<file path="src/hdl/mmp_ram.sv">
// simple dual-port ram with registered read data
module mmp_ram #(
    parameter int DEPTH  = 16,
    parameter int ADDR_W = 4,
    parameter int DATA_W = 8
) (
    input  logic              aclk,
    input  logic              we,
    input  logic [ADDR_W-1:0] waddr,
    input  logic [DATA_W-1:0] wdata,
    input  logic              re,
    input  logic [ADDR_W-1:0] raddr,
    output logic [DATA_W-1:0] rdata
);

    logic [DATA_W-1:0] mem [DEPTH];

    always_ff @(posedge aclk) begin
        if (we) begin
            mem[waddr] <= wdata;
        end
    end

    always_ff @(posedge aclk) begin
        if (re) begin
            rdata <= mem[raddr];
        end
    end

endmodule

</file>
<file path="config.mk">
export PLATFORM = sky130hd
export DESIGN_NAME = mmp_ram
export DESIGN_NICKNAME = d
export VERILOG_FILES = /design/src/hdl/mmp_ram.sv
export SDC_FILE = /design/constraint.sdc
export NUM_CORES = 1
export LEC_CHECK = 0
export BUFFER_PORTS_ARGS = -buffer_cell sky130_fd_sc_hd__buf_2
export CELL_PAD_IN_SITES_DETAIL_PLACEMENT = 0
export CELL_PAD_IN_SITES_GLOBAL_PLACEMENT = 2
export CORE_ASPECT_RATIO = 0.6
export CORE_MARGIN = 8
export CORE_UTILIZATION = 49
export CTS_BUF_LIST = sky130_fd_sc_hd__clkbuf_8
export CTS_CLUSTER_DIAMETER = 100
export DETAILED_ROUTE_END_ITERATION = 16
export PLACE_DENSITY = 0.86
export SYNTH_ARGS = -nofsm -noshare
export SYNTH_HDL_FRONTEND = slang
export SYNTH_SLANG_ARGS = --single-unit
</file>
<file path="constraint.sdc">
create_clock -name aclk -period 2.58 [get_ports aclk]
set_clock_uncertainty 0.15 [all_clocks]
set_input_delay 0.258 -clock aclk [delete_from_list [all_inputs] [get_ports aclk]]
set_output_delay 0.258 -clock aclk [all_outputs]
set_load 0.1 [all_outputs]
</file>
==> impl_metrics.env, run 1 <==
export IMPL_ant_nets=0
export IMPL_tns_ns=0
export IMPL_crit_type="flop to output port"
export IMPL_rr_worst_depth=3
export IMPL_synth_nets=248
export IMPL_grt_use_met3=0.0484
export IMPL_crit_path_end="rdata[7]"
export IMPL_core_area_mm2=0.0105
export IMPL_avgSynthCellArea_um2=22.8
export IMPL_fin_ws_ns=0.929
export IMPL_io_buffers=26
export IMPL_antenna_found_initial=0
export IMPL_startpoint="rdata[7]"
export IMPL_slew_violations=0
export IMPL_synth_top_cell_area_share=0.781
export IMPL_p_leak_uw=0.00202
export IMPL_p_per_area_mw_per_mm2=765
export IMPL_placed_cells=404
export IMPL_finalSetupViolCount=0
export IMPL_dr_pass1_iters=4
export IMPL_path_clk_slew_ns=0.08
export IMPL_n_fill_cell=765
export IMPL_layout_commonest_cell="edfxtp_1"
export IMPL_grt_pass1_wl_mm=14.4
export IMPL_cts_root_buf="clkbuf_8"
export IMPL_regArea_mm2=0.00408
export IMPL_grtUsageMet1=0.200
export IMPL_wirelength_mm=9.31
export IMPL_drc=0
export IMPL_fmax_mhz=606
export IMPL_cp_data_required_time_ns=2.17
export IMPL_critPathArrivalTime_ns=1.24
export IMPL_ys_warn_count=0
export IMPL_r2r_end="rdata[6]"
export IMPL_ir_drop_mv=0.408
export IMPL_reg2reg_from="mem[11][6]"
export IMPL_first_iter_violations=198
export IMPL_ys_top_cells_by_area="edfxtp_1 78%, mux4_2 7.8%, mux4_1 7.0%, a22oi_1 2.3%, nor2_1 0.93%"
export IMPL_multi_input_area_mm2=0.00106
export IMPL_hpwlAfterDp_mm=6.41
export IMPL_ctsHoldBuffers=0
export IMPL_die_width_um=149
export IMPL_relSlewSlack=0.493
export IMPL_power_uw=4610
export IMPL_overflow=0
export IMPL_num_rows=29
export IMPL_synth_top_cell_by_area="edfxtp_1"
export IMPL_final_util=0.575
export IMPL_syn_inst=229
export IMPL_clockBufferDepth=2
export IMPL_final_instance_count_excl_fill=436
export IMPL_cp_end_kind="output port"
export IMPL_reg2reg_setup_slack_ns=0.99
export IMPL_yosys_register_bits=136
export IMPL_ys_seq_area_frac=0.781
export IMPL_cp_depth=1
export IMPL_cts_sinks=136
export IMPL_synth_cell_type_count=18
export IMPL_grt_pass1_vias=2513
export IMPL_max_stage_delay_ns=0.45
export IMPL_grt_busiest_layer="met2"
export IMPL_cts_repair_resized=0
export IMPL_cp_cell_sequence="buf_2"
export IMPL_layout_min_cycle_time_ns=1.65
export IMPL_cp_slowest_cell="buf_2"
export IMPL_final_cell_mix="136 x edfxtp_1, 26 x buf_2, 19 x buf_4"
export IMPL_rsz0062_at_grt="no"
export IMPL_viasPerCell=5.50
export IMPL_path_delay_family="buffers and inverters"
export IMPL_finalHoldViolations=0
export IMPL_cts_tree="yes"
export IMPL_grt_max_degree=19
export IMPL_die_h_um=96.0
export IMPL_worstHoldPathType="input pin to flop"
export IMPL_area_growth_pct=15.3
export IMPL_place_ws_ns=0.487
export IMPL_cp_num_buf_inv=1
export IMPL_worst_path_max_fanout=1
export IMPL_grt_met2_usage=0.203
export IMPL_clock_latency_ns=0.43
export IMPL_htree_levels=4
export IMPL_dieArea_mm2=0.0143
export IMPL_via_count=2396
export IMPL_diodes=0
export IMPL_tightest_slew_ns=0.759
export IMPL_cts_buffers=17
export IMPL_gp_congestion=0.711
export IMPL_nets=303
export IMPL_min_period_over_period=0.640
export IMPL_syn_area_mm2=0.00523
export IMPL_post_cts_setup_buffers=0
export IMPL_drive_gt1_frac=0.316
export IMPL_boundaryPins=27
export IMPL_wl_per_cell_um=21.4
export IMPL_start_util=0.499
export IMPL_grt_usage=0.142
export IMPL_status="completed"
export IMPL_worstSetupStartpointType="flop"
export IMPL_drv_cap=0
[worst min path at each step]
stage,startpoint,to,slack (ns),cells after the start
6_report,wdata[0],mem[7][0],0.06,1
5_1_grt,wdata[0],mem[7][0],0.03,1
4_1_cts,wdata[0],mem[7][0],0.03,1
3_5_place_dp,wdata[0],mem[6][0],0.50,1
3_3_place_gp,wdata[5],mem[14][5],0.49,1
2_1_floorplan,wdata[0],mem[0][0],0.21,0
[cells by family (layout without fill, tap and decap cells)]
group | count (synthesis) | in the layout | synth area share
AOI/OAI and AO/OA | 16 | 16 | 0.0230
buffers and inverters | 10 | 78 | 0.0165
DFF | 136 | 136 | 0.781
muxes | 32 | 32 | 0.148
and+or+nand+nor | 35 | 35 | 0.0314
[routing by layer]
layer	up-vias	part of all wire
met1	1234	0.49
met3	7	0.062
li1	1093	-
met4	0	0.0063
met5	-	0
met2	62	0.44
[metrics by stage]
step | instance area, µm² | hold slack [ns]
after CTS | 6030 | 0.0292
final | 6030 | 0.0557
after global placement | 5610 | 0.494
after global routing | 6030 | 0.0341
after floorplan | 5230 | 0.207
after detailed placement | 5610 | 0.503
[synth_stat cells]
master	number
and2_1	1
or3b_2	1
a22oi_1	16
nor2b_1	1
nor2_1	13
mux4_1	14
clkdlybuf4s25_2	3
buf_4	1
nand2b_1	2
nand3b_1	2
nand3_1	1
buf_2	3
and2b_1	1
mux4_2	18
nor3_1	4
buf_6	3
edfxtp_1	136
nand2_1	9
[state kept, by name (all words and copies together) (netlist names)]
name and flops:
mem 128, rdata 8
[layout make-up]
cell class              instances  share of cell area
repair buffers                 46              0.0486
clock inverters                15              0.0307
multi-input cells              83               0.175
flip-flops and latches        136               0.678
well taps                     139              0.0289
clock buffers                  17              0.0388
[power by group]
part	leakage [µW]	total [µW]	switching [µW]	internal, µW
Clock	0.000204	1820	784	1040
Sequential	0.00124	2500	12.9	2490
Combinational	0.000583	292	196	95.9
Total	0.00202	4610	993	3620
Power figures use the tool's default switching activity.
==> run 2, diff against run 1 <==
--- a/config.mk
+++ b/config.mk
@@ -5,16 +5,17 @@
 export SDC_FILE = /design/constraint.sdc
 export NUM_CORES = 1
 export LEC_CHECK = 0
+export ABC_AREA = 1
 export BUFFER_PORTS_ARGS = -buffer_cell sky130_fd_sc_hd__buf_2
 export CELL_PAD_IN_SITES_DETAIL_PLACEMENT = 0
 export CELL_PAD_IN_SITES_GLOBAL_PLACEMENT = 2
 export CORE_ASPECT_RATIO = 0.6
 export CORE_MARGIN = 8
-export CORE_UTILIZATION = 49
+export CORE_UTILIZATION = 42
 export CTS_BUF_LIST = sky130_fd_sc_hd__clkbuf_8
 export CTS_CLUSTER_DIAMETER = 100
 export DETAILED_ROUTE_END_ITERATION = 16
-export PLACE_DENSITY = 0.86
+export PLACE_DENSITY = 0.88
 export SYNTH_ARGS = -nofsm -noshare
 export SYNTH_HDL_FRONTEND = slang
 export SYNTH_SLANG_ARGS = --single-unit
==> constraint.sdc (replaced) <==
create_clock -name aclk -period 1.6 [get_ports aclk]
set_clock_uncertainty 0.15 [all_clocks]
set_input_delay 0.16 -clock aclk [delete_from_list [all_inputs] [get_ports aclk]]
set_output_delay 0.16 -clock aclk [all_outputs]
set_load 0.1 [all_outputs]
==> impl_metrics.env, run 2 <==
export IMPL_synth_edf_count=136
export IMPL_yosysMostFrequentCell="nand2_1"
export IMPL_ys_top_cells_by_area="edfxtp_1 70%, nand2_1 11%, nand3_1 8.3%, inv_1 6.4%, buf_6 1.2%"
export IMPL_min_period_over_period=0.965
export IMPL_tightest_slew_ns=0.583
export IMPL_nets=624
export IMPL_worstHoldPathType="input pin to flop"
export IMPL_crit_type="flop to output port"
export IMPL_wirelength_mm=14.3
export IMPL_synth_flop_cell="edfxtp_1"
export IMPL_die_h_um=107
export IMPL_num_rows=33
export IMPL_die_width_um=168
export IMPL_io_buffers=26
export IMPL_cts_root_buf="clkbuf_8"
export IMPL_viasPerCell=4.96
export IMPL_synth_common_cells="173 x nand2_1, 136 x edfxtp_1, 100 x inv_1"
export IMPL_worstSetupStartpointType="flop"
export IMPL_syn_area_mm2=0.00585
export IMPL_drc=0
export IMPL_dr_pass1_iters=6
export IMPL_cts_buffers=17
export IMPL_worst_path_max_fanout=1
export IMPL_layout_commonest_cell="nand2_1"
export IMPL_yosys_register_bits=136
export IMPL_regArea_mm2=0.00408
export IMPL_largest_reg_flops=128
export IMPL_ys_seq_area_frac=0.698
export IMPL_drv_cap=0
export IMPL_cp_end_kind="output port"
export IMPL_critPathArrivalTime_ns=1.23
export IMPL_multi_input_area_mm2=0.00121
export IMPL_ant_nets=0
export IMPL_path_delay_family="buffers and inverters"
export IMPL_final_cell_mix="173 x nand2_1, 136 x edfxtp_1, 103 x inv_1"
export IMPL_cp_num_buf_inv=1
export IMPL_clock_latency_ns=0.43
export IMPL_placed_cells=756
export IMPL_fmax_mhz=648
export IMPL_cp_cell_sequence="buf_2"
export IMPL_avgSynthCellArea_um2=10.6
export IMPL_syn_inst=551
export IMPL_synth_top_cell_area_share=0.698
export IMPL_layout_min_cycle_time_ns=1.54
export IMPL_diodes=0
export IMPL_synth_top_cell_by_area="edfxtp_1"
export IMPL_ys_warn_count=0
export IMPL_antenna_found_initial=0
export IMPL_area_growth_pct=14.5
export IMPL_grt_usage=0.165
export IMPL_fin_ws_ns=0.0560
export IMPL_grt_pass1_wl_mm=22.0
export IMPL_finalHoldViolations=0
export IMPL_relSlewSlack=0.611
export IMPL_p_leak_uw=0.00290
export IMPL_core_area_mm2=0.0136
export IMPL_cp_data_required_time_ns=1.29
export IMPL_async_reset_ff_frac=0
export IMPL_post_cts_setup_buffers=0
export IMPL_grt_max_degree=57
export IMPL_boundaryPins=27
export IMPL_largest_register="mem"
export IMPL_grt_pass1_vias=3678
export IMPL_htree_levels=4
export IMPL_place_ws_ns=-0.0773
export IMPL_path_clk_slew_ns=0.08
export IMPL_ir_drop_mv=0.527
export IMPL_p_per_area_mw_per_mm2=1090
export IMPL_cp_slowest_cell="buf_2"
export IMPL_cts_tree="yes"
export IMPL_reg_top3="mem x128, rdata x8"
export IMPL_max_stage_delay_ns=0.44
export IMPL_cts_sinks=136
export IMPL_rsz0062_at_grt="no"
export IMPL_clockBufferDepth=2
export IMPL_finalSetupViolCount=0
export IMPL_first_iter_violations=387
export IMPL_wl_per_cell_um=18.1
export IMPL_start_util=0.429
export IMPL_synth_nets=570
export IMPL_gp_congestion=0.814
export IMPL_overflow=0
export IMPL_hpwlAfterDp_mm=9.34
export IMPL_slew_violations=0
export IMPL_synth_cell_type_count=11
export IMPL_drive_gt1_frac=0.128
export IMPL_via_count=3935
export IMPL_dieArea_mm2=0.0181
export IMPL_n_fill_cell=1232
export IMPL_status="completed"
export IMPL_final_instance_count_excl_fill=793
-- run 2: changes by cell type after synthesis, moves of 14 or more --
cell,before,now
a22oi_1,16,0
nand2_1,9,173
inv_1,0,100
mux4_2,18,0
mux4_1,14,0
nand3_1,1,97
-- run 2: area by class of cell --
class	instances	area share
clock buffer	17	0.0349
clock inverter	15	0.0179
inverter	102	0.0572
multi-input combinational	289	0.181
sequential	136	0.610
tap	175	0.0327
timing repair buffer	59	0.0661
-- run 2: timing repair --
item / CTS / global route
endpoints found under the hold margin: 70 / 0
hold buffers: 5 / 0
setup endpoints to repair: 1 / 0
resized for setup: 1 / 0
-- run 2: through the flow --
stage                     power (µW)  utilization  area [µm²]  TNS (ns)  hold slack [ns]
final                           7290        0.491        6700         0          0.00959
after global placement          4750        0.462        6290   -0.0837            0.386
after floorplan                 4510            -        5850         0            0.109
after global routing            7540        0.491        6700         0          0.00948
after CTS                       7350        0.491        6700         0          0.00318
after detailed placement        4750        0.462        6290    -0.121            0.391
-- run 2: layer usage --
metal | vias up | global-route usage | part of all wire
met4 | 0 | 0.0501 | 0.0082
met1 | 1894 | 0.248 | 0.50
li1 | 1886 | - | -
met5 | - | 0 | 0
met2 | 143 | 0.230 | 0.41
met3 | 12 | 0.0414 | 0.078
-- run 2: final timing paths --
check                  start   endpoint  slack [ns]  cells after the start
setup / recovery    rdata[2]   rdata[2]        0.06                      1
hold / removal      wdata[4]  mem[2][4]        0.01                      1
setup reg to reg  mem[15][6]   rdata[6]        0.23                      6
hold reg to reg   mem[11][7]   rdata[7]        0.60                      6
-- run 2: report_power, final --
part	leakage [µW]	switching, µW	internal [µW]
clock network	0.000188	1280	1330
registers	0.00124	21.4	4010
logic	0.00148	483	169
-- run 2: cell families after synthesis --
family / synth area share
and+or+nand+nor: 0.208
DFF: 0.698
buffers and inverters: 0.0939
