## config.mk

```make
export PLATFORM = sky130hd
export DESIGN_NAME = mmp_res_queue
export DESIGN_NICKNAME = d
export VERILOG_FILES = /design/src/hdl/mmp_pkg.sv /design/src/hdl/mmp_res_queue.sv
export SDC_FILE = /design/constraint.sdc
export NUM_CORES = 1
export LEC_CHECK = 0
export BUFFER_PORTS_ARGS = -buffer_cell sky130_fd_sc_hd__buf_2
export CAP_MARGIN = 20
export CORE_AREA = 2 2 115 117
export CTS_CLUSTER_DIAMETER = 80
export CTS_CLUSTER_SIZE = 12
export DETAILED_ROUTE_END_ITERATION = 7
export DIE_AREA = 0 0 117 119
export GPL_TIMING_DRIVEN = 0
export PLACE_DENSITY_LB_ADDON = 0.25
export SETUP_SLACK_MARGIN = 0.1
export SYNTH_ARGS = -nofsm -noshare
export SYNTH_HDL_FRONTEND = slang
export SYNTH_SLANG_ARGS = --single-unit
```

## constraint.sdc

```tcl
create_clock -name aclk -period 3.1 [get_ports aclk]
set_clock_uncertainty 0.2 [all_clocks]
set_input_delay 0.775 -clock aclk [delete_from_list [all_inputs] [get_ports aclk]]
set_output_delay 0.775 -clock aclk [all_outputs]
set_load 0.02 [all_outputs]
```

## src/hdl/mmp_pkg.sv

```systemverilog
// shared types, constants and address helpers of the min/max pyramid builder
package mmp_pkg;

    localparam int LOG_RES         = 8;
    localparam int SAMPLE_BITS     = 32;
    localparam int MAX_DEPTH_FIELD = 7;

    localparam int NUM_LEVELS  = LOG_RES - 1;
    localparam int COORD_W     = LOG_RES - 1;
    localparam int COUNT_W     = LOG_RES + 1;
    localparam int STORE_DEPTH = ((1 << (2 * LOG_RES)) - 4) / 3;
    localparam int ADDR_W      = $clog2(STORE_DEPTH);
    localparam int WORD_W      = 2 * SAMPLE_BITS;
    localparam int LVL_W       = $clog2(NUM_LEVELS + 1);
    localparam int QMAX        = (MAX_DEPTH_FIELD < NUM_LEVELS) ? MAX_DEPTH_FIELD : NUM_LEVELS;

    localparam int KIND_W   = 2;
    localparam int PATH_W   = 14;
    localparam int DEPTH_W  = 3;
    localparam int STATUS_W = 2;

    localparam int IN_DATA_W  = ((SAMPLE_BITS + PATH_W + DEPTH_W + 7) / 8) * 8;
    localparam int OUT_DATA_W = ((WORD_W + 7) / 8) * 8;

    localparam logic [KIND_W-1:0] KIND_SAMPLE = 2'd0;
    localparam logic [KIND_W-1:0] KIND_QUERY  = 2'd1;
    localparam logic [KIND_W-1:0] KIND_CLEAR  = 2'd2;

    localparam logic [STATUS_W-1:0] STATUS_ANSWER  = 2'd0;
    localparam logic [STATUS_W-1:0] STATUS_SUMMARY = 2'd1;
    localparam logic [STATUS_W-1:0] STATUS_INVALID = 2'd2;

    localparam logic signed [SAMPLE_BITS-1:0] MOST_POS = {1'b0, {(SAMPLE_BITS - 1){1'b1}}};
    localparam logic signed [SAMPLE_BITS-1:0] MOST_NEG = {1'b1, {(SAMPLE_BITS - 1){1'b0}}};

    typedef struct packed {
        logic [STATUS_W-1:0]          status;
        logic signed [SAMPLE_BITS-1:0] max_v;
        logic signed [SAMPLE_BITS-1:0] min_v;
    } res_t;

    // first store address of a level, levels laid out from the finest up
    function automatic logic [ADDR_W-1:0] level_offset(input int lvl);
        logic [ADDR_W-1:0] acc;
        acc = '0;
        for (int j = 0; j < NUM_LEVELS; j++) begin
            if (j < lvl) begin
                acc = acc + (ADDR_W'(1) << (2 * (LOG_RES - 1 - j)));
            end
        end
        return acc;
    endfunction

endpackage

```

## src/hdl/mmp_res_queue.sv

```systemverilog
// two-entry result buffer: output register plus one holding slot
module mmp_res_queue (
    input  logic          aclk,
    input  logic          aresetn,
    input  logic          push,
    input  mmp_pkg::res_t push_data,
    input  logic          m_tready,
    output logic          m_tvalid,
    output mmp_pkg::res_t out_data,
    output logic          full
);

    logic          out_v_reg, out_v_next;
    logic          hold_v_reg, hold_v_next;
    mmp_pkg::res_t out_reg, out_next;
    mmp_pkg::res_t hold_reg, hold_next;
    logic          pop;

    assign pop      = out_v_reg && m_tready;
    assign m_tvalid = out_v_reg;
    assign out_data = out_reg;
    assign full     = hold_v_reg;

    always_comb begin
        out_v_next  = out_v_reg;
        hold_v_next = hold_v_reg;
        out_next    = out_reg;
        hold_next   = hold_reg;
        if (pop || !out_v_reg) begin
            if (hold_v_reg) begin
                out_next    = hold_reg;
                out_v_next  = 1'b1;
                hold_next   = push_data;
                hold_v_next = push;
            end else begin
                out_next   = push_data;
                out_v_next = push;
            end
        end else if (push) begin
            hold_next   = push_data;
            hold_v_next = 1'b1;
        end
    end

    always_ff @(posedge aclk) begin
        if (!aresetn) begin
            out_v_reg  <= 1'b0;
            hold_v_reg <= 1'b0;
        end else begin
            out_v_reg  <= out_v_next;
            hold_v_reg <= hold_v_next;
        end
    end

    always_ff @(posedge aclk) begin
        out_reg  <= out_next;
        hold_reg <= hold_next;
    end

endmodule

```

==> results.py, run 1 <==
metrics = {
    "clock_tree": {
        "clock-sinks": 134,
        "postCtsHoldBufs": 0,
        "htreeDepth": 4,
        "cts_resized": 0,
        "cts_tree": "done",
        "clk_path_buf_depth": 2,
        "cts-root-buf": "clkbuf_16",
        "clk_pin_slew_worst_paths_ns": 0.06,
        "clk_latency_ns": 0.41,
        "cts_made_buffers": 17,
        "cts_setup_buffers": 0,
    },
    "pwr": {
        "power_leakage_nw": 2.65,
        "swShare_pct": 21.9,
        "power_switching_w": 0.000948,
        "power.internal_w": 0.00338,
        "irDropWorstVdd_mv": 0.270,
        "pwr-share-clk_pct": 41.3,
        "seqPwrFrac_pct": 49.7,
        "power_frac_comb_pct": 9.0,
        "power_density_nw_per_um2": 650,
    },
    "global_route": {
        "grt_first_pass_wirelength_mm": 13.4,
        "antenna_found_initial": 0,
        "grt_usage_pct": 13.3,
        "grt_use_met1_pct": 16.3,
        "overflow": 0,
        "grt_max_degree": 67,
        "busiest_layer": "met2",
        "grt_pass1_vias": 2608,
        "grt_util_met3_pct": 5.85,
        "grt_use_met2_pct": 19.7,
    },
    "die": {
        "core.rowCount": 42,
        "die_x_um": 117,
        "initial_core_util_pct": 40.3,
        "fp.dieH_um": 119,
        "dieArea_um2": 13900,
        "core_um2": 12900,
        "pin_count": 138,
    },
    "yosys": {
        "synth-seq-cells": 134,
        "synth_top_family_by_area": "multiplexers",
        "synth_warnings": 0,
        "synth_compound_area_share_pct": 0.410,
        "synthCells": 215,
        "synth_area_um2": 5190,
        "synth-simple-area-share_pct": 0.193,
        "synth.distinct_cells": 12,
        "syn_nets": 285,
        "synth-xor-area-share_pct": 0,
        "synth-seq-area-share_pct": 77.1,
        "syn_area_per_cell_um2": 24.2,
        "synthMuxAreaShare_pct": 19.3,
        "synth_adder_area_share_pct": 0,
    },
    "detailed_routing": {
        "drt_iter0_drc": 148,
        "wl_per_cell_um": 16.0,
        "drtAntennaViolNets": 0,
        "vias": 2495,
        "drc": 0,
        "wirelength_mm": 8.96,
        "via_per_inst": 4.45,
        "drt_pre_antenna_iters": 4,
    },
    "critical_path": {
        "required_ns": 2.99,
        "reg2reg_to": "hold_reg[51]$_DFFE_PP_",
        "path_cells": "buf_2 -> nor2b_1 -> mux2_4 -> buf_16",
        "max_stage_delay_ns": 0.50,
        "worst_setup_path_start_kind": "primary input",
        "worstSetupEndpointType": "register",
        "r2r_start": "m_tvalid$_SDFFE_PN0P_",
        "critPathMaxFanout": 43,
        "arrival_ns": 2.04,
        "crit_type": "in2reg",
        "r2r_slack_ns": 1.07,
        "r2r_cells": 3,
        "slowest_stage": "mux2_4",
    },
    "place": {
        "routabilityCongestion": 0.676,
        "hpwlAfterDp_mm": 5.72,
        "io_buffers": 137,
    },
    "timing": {
        "min_period_over_period_pct": 69.2,
        "relSlewSlack_pct": 41.1,
        "finalHoldViolations": 0,
        "tns_ns": 0,
        "holdWs_ns": 0.342,
        "slew_violations": 0,
        "fin_crit_ns": 2.15,
        "max_freq_mhz": 466,
        "setup_viol": 0,
        "rsz0062_at_grt": "no",
        "tightest_slew_ns": 0.883,
    },
    "finish": {
        "multi_input_area_um2": 1040,
        "drive_above_1_share_pct": 62.1,
        "syn_to_final_growth_pct": 28.2,
        "ff_latch_area_um2": 4000,
        "fillers": 1069,
        "diodes": 0,
        "nets": 442,
        "mostFrequentLayoutCells": "buf_2 (137), edfxtp_1 (132), mux2_4 (67)",
        "final_common_cell": "buf_2",
    },
    "worst_hold_path": {
        "hold_end": "out_data[5]$_DFFE_PP_",
        "hold_depth": 1,
        "min_from": "hold_reg[5]$_DFFE_PP_",
        "hp-class": "reg2reg",
    },
    "flow_run": {
        "cap_violations": 0,
    },
    "status": {
        "outcome": "finished clean",
    },
}
how the worst max path moves through the flow:
stage                  start  slack [ns]  cells after the start                     end
global placement    m_tready       -0.56                      3  out_data[62]$_DFFE_PP_
detailed placement  m_tready        0.52                      4  hold_reg[11]$_DFFE_PP_
finish              m_tready        0.95                      4  hold_reg[51]$_DFFE_PP_
global route        m_tready        0.89                      4  hold_reg[49]$_DFFE_PP_
CTS                 m_tready        0.95                      4  hold_reg[57]$_DFFE_PP_
floorplan           m_tready        0.35                      2   out_data[0]$_DFFE_PP_
power by group through the flow:
| stage | registers, W | logic [W] | clock network (W) |
|---|---|---|---|
| 2_1_floorplan | 0.00229 | 0.000141 | 0 |
| 3_3_place_gp | 0.00219 | 0.000387 | 0 |
| 3_5_place_dp | 0.00219 | 0.000399 | 0 |
| 4_1_cts | 0.00215 | 0.000399 | 0.00183 |
| 5_1_grt | 0.00216 | 0.000421 | 0.00191 |
| 6_report | 0.00215 | 0.000391 | 0.00179 |
per-layer routing:
layer  vias up  routed length [um]
met5         -                   0
met4         0                 212
met3        15                 594
met2        96                4130
met1      1215                4030
li1       1169                   -
cells in the mapped netlist, drive strengths merged:
master	number	area [um^2]
edfxtp	132	3960
mux2	67	1000
buf	8	151
dfxtp	2	40.0
a21boi	1	7.51
inv	1	3.75
nand2	1	3.75
nor2b	1	6.26
o21ai	1	5.00
o31a	1	8.76
worst max-delay path, delay by kind of cell:
kind                   cells  cell delay, ns
buffers and inverters      2            0.39
and+or+nand+nor            1            0.34
muxes                      1            0.50
metrics by stage:
stage / cell area [um^2] / utilization, % / power, W / setup slack (ns) / instances
after floorplan: 5190 / - / 0.00243 / 0.349 / 215
after global placement: 6100 / 47.4 / 0.00257 / -0.561 / 528
after detailed placement: 6130 / 47.6 / 0.00259 / 0.516 / 529
after CTS: 6660 / 51.7 / 0.00438 / 0.951 / 561
after global routing: 6660 / 51.7 / 0.00449 / 0.885 / 561
final: 6660 / 51.7 / 0.00433 / 0.954 / 561
cell type report:
cell class	instances	share of cell area, %
Sequential cell	134	60.2
Multi-Input combinational cell	72	15.6
Timing Repair Buffer	138	10.7
Clock buffer	19	6.50
Tap cell	176	3.31
Buffer	8	2.27
Clock inverter	13	1.35
Inverter	1	0.0940
logic make-up (layout without fill, tap and decap cells):
kind of cell,Yosys count,count (layout)
flip-flops,134,134
buffers and inverters,9,179
AO/OA/AOI/OAI,3,3
multiplexers,67,67
AND/OR/NAND/NOR,2,2
No activity file was read; power rests on OpenSTA's default activity.
==> inputs of run 2 (changes only) <==
==> constraint.sdc (replaced) <==
create_clock -name aclk -period 2.2 [get_ports aclk]
set_clock_uncertainty 0.2 [all_clocks]
set_input_delay 0.55 -clock aclk [delete_from_list [all_inputs] [get_ports aclk]]
set_output_delay 0.55 -clock aclk [all_outputs]
set_load 0.02 [all_outputs]
==> run 2 against run 1 <==
Utilization rose by 1.0 points; setup slack got worse by 0.60 ns; highest routed layer is now met5; via count fell by 0.56%; sequential power rose by 40%; combinational power rose by 41%; critical path depth fell by 1; sequential cell count did not move; non-clock buffer count did not move; critical endpoint is now out_data[24]$_DFFE_PP_; count of clock-buffer cells in the layout fell by 1; hold slack got worse by 0.21 ns; largest cell class unchanged; first-iteration DRC count rose by 4.7%.
==> results.py, run 2 (synthesis results as in run 1) <==
metrics = {
    "status": {
        "outcome": "finished clean",
    },
    "clock_tree": {
        "postCtsHoldBufs": 0,
        "clock-sinks": 134,
        "cts_tree": "done",
        "clk_latency_ns": 0.41,
        "cts_made_buffers": 17,
        "clk_pin_slew_worst_paths_ns": 0.06,
        "clk_path_buf_depth": 2,
        "htreeDepth": 4,
        "cts-root-buf": "clkbuf_16",
    },
    "finish": {
        "diodes": 0,
        "drive_above_1_share_pct": 64.0,
        "final_cells": 562,
        "mostFrequentLayoutCells": "buf_2 (137), edfxtp_1 (132), mux2_4 (66)",
        "syn_to_final_growth_pct": 30.7,
        "final_common_cell": "buf_2",
        "fillers": 1061,
        "nets": 443,
    },
    "pwr": {
        "irDropWorstVdd_mv": 0.606,
        "power_density_nw_per_um2": 973,
        "power_leakage_nw": 2.70,
        "power_w": 0.00660,
    },
    "place": {
        "dpl.cell_count": 529,
        "io_buffers": 137,
        "routabilityCongestion": 0.666,
        "hpwlAfterDp_mm": 5.42,
    },
    "timing": {
        "fin_crit_ns": 1.85,
        "tns_ns": 0,
        "rsz0062_at_grt": "no",
        "setup_viol": 0,
        "finalHoldViolations": 0,
        "max_freq_mhz": 540,
        "slew_violations": 0,
        "min_period_over_period_pct": 84.1,
        "relSlewSlack_pct": 63.3,
        "tightest_slew_ns": 0.550,
        "holdWs_ns": 0.127,
    },
    "detailed_routing": {
        "wl_per_cell_um": 15.2,
        "via_per_inst": 4.41,
        "wirelength_mm": 8.55,
        "drtAntennaViolNets": 0,
        "drt_pre_antenna_iters": 4,
        "drt_iter0_drc": 155,
        "vias": 2481,
        "drc": 0,
    },
    "global_route": {
        "grt_max_degree": 67,
        "grt_first_pass_wirelength_mm": 13.1,
        "antenna_found_initial": 1,
        "overflow": 0,
        "grt_usage_pct": 13.0,
        "grt_pass1_vias": 2517,
    },
    "worst_hold_path": {
        "hold_depth": 1,
        "hp-class": "in2reg",
        "min_from": "push_data[57]",
    },
    "flow_run": {
        "cap_violations": 0,
    },
    "critical_path": {
        "crit_type": "reg2reg",
        "arrival_ns": 1.80,
        "required_ns": 2.14,
        "crit_start": "m_tvalid$_SDFFE_PN0P_",
        "r2r_cells": 3,
        "worstSetupEndpointType": "register",
        "critPathMaxFanout": 37,
        "worst_setup_path_start_kind": "register",
        "r2r_start": "m_tvalid$_SDFFE_PN0P_",
    },
    "die": {
        "die_x_um": 117,
        "initial_core_util_pct": 40.3,
        "dieArea_um2": 13900,
        "fp.dieH_um": 119,
        "core_um2": 12900,
        "pin_count": 138,
        "core.rowCount": 42,
    },
}
-- run 2: worst max-delay path, cell delays in order (launching register included) --
cell	delay [ns]
dfxtp_1	0.33
nor2b_4	0.29
clkinvlp_4	0.42
buf_12	0.33
-- run 2: routing by layer --
layer / vias to the layer above / routed length (um) / track usage [%] / part of all wire, %
li1: 1174 / - / - / -
met1: 1200 / 3700 / 16.5 / 43
met2: 90 / 3980 / 18.6 / 47
met3: 15 / 651 / 5.80 / 7.6
met4: 2 / 204 / 7.06 / 2.4
met5: - / 17 / 0 / 0.20
-- run 2: final cells by class --
cell class              count  area [um^2]  area share (%)
plain buffers               8          151            2.23
clock buffers              18          429            6.32
clock inverters            14          206            3.04
inverters                   1         7.51           0.111
multi-input cells          72         1060            15.6
flip-flops and latches    134         4000            59.0
well taps                 176          220            3.24
repair buffers            138          706            10.4
repair inverters            1         7.51           0.111
-- run 2: power breakdown --
group	switching, W	leakage, nW	internal [W]
combinational	0.000303	1.09	0.000250
clock	0.00102	0.306	0.00200
sequential	0.0000356	1.31	0.00299
total	0.00136	2.70	0.00524
-- run 2: repair_timing --
action | in CTS | in global routing
buffers inserted | 0 | 0
resized for setup | 1 | 1
gates cloned | 1 | 0
endpoints found under the setup margin | 103 | 15
-- run 2: per-stage QoR --
stage               util, %  cell area (um^2)  setup slack (ns)
floorplan                 -              5210           -0.0603
global placement       47.5              6110            -0.812
detailed placement     47.6              6130            -0.210
CTS                    52.7              6790             0.206
global route           52.7              6790             0.202
finish                 52.7              6790             0.350
-- run 2: worst paths after layout --
kind                            endpoint  slack [ns]
setup reg to reg  out_data[24]$_DFFE_PP_        0.35
setup / recovery  out_data[24]$_DFFE_PP_        0.35
hold reg to reg   out_data[38]$_DFFE_PP_        0.35
hold / removal    hold_reg[57]$_DFFE_PP_        0.13
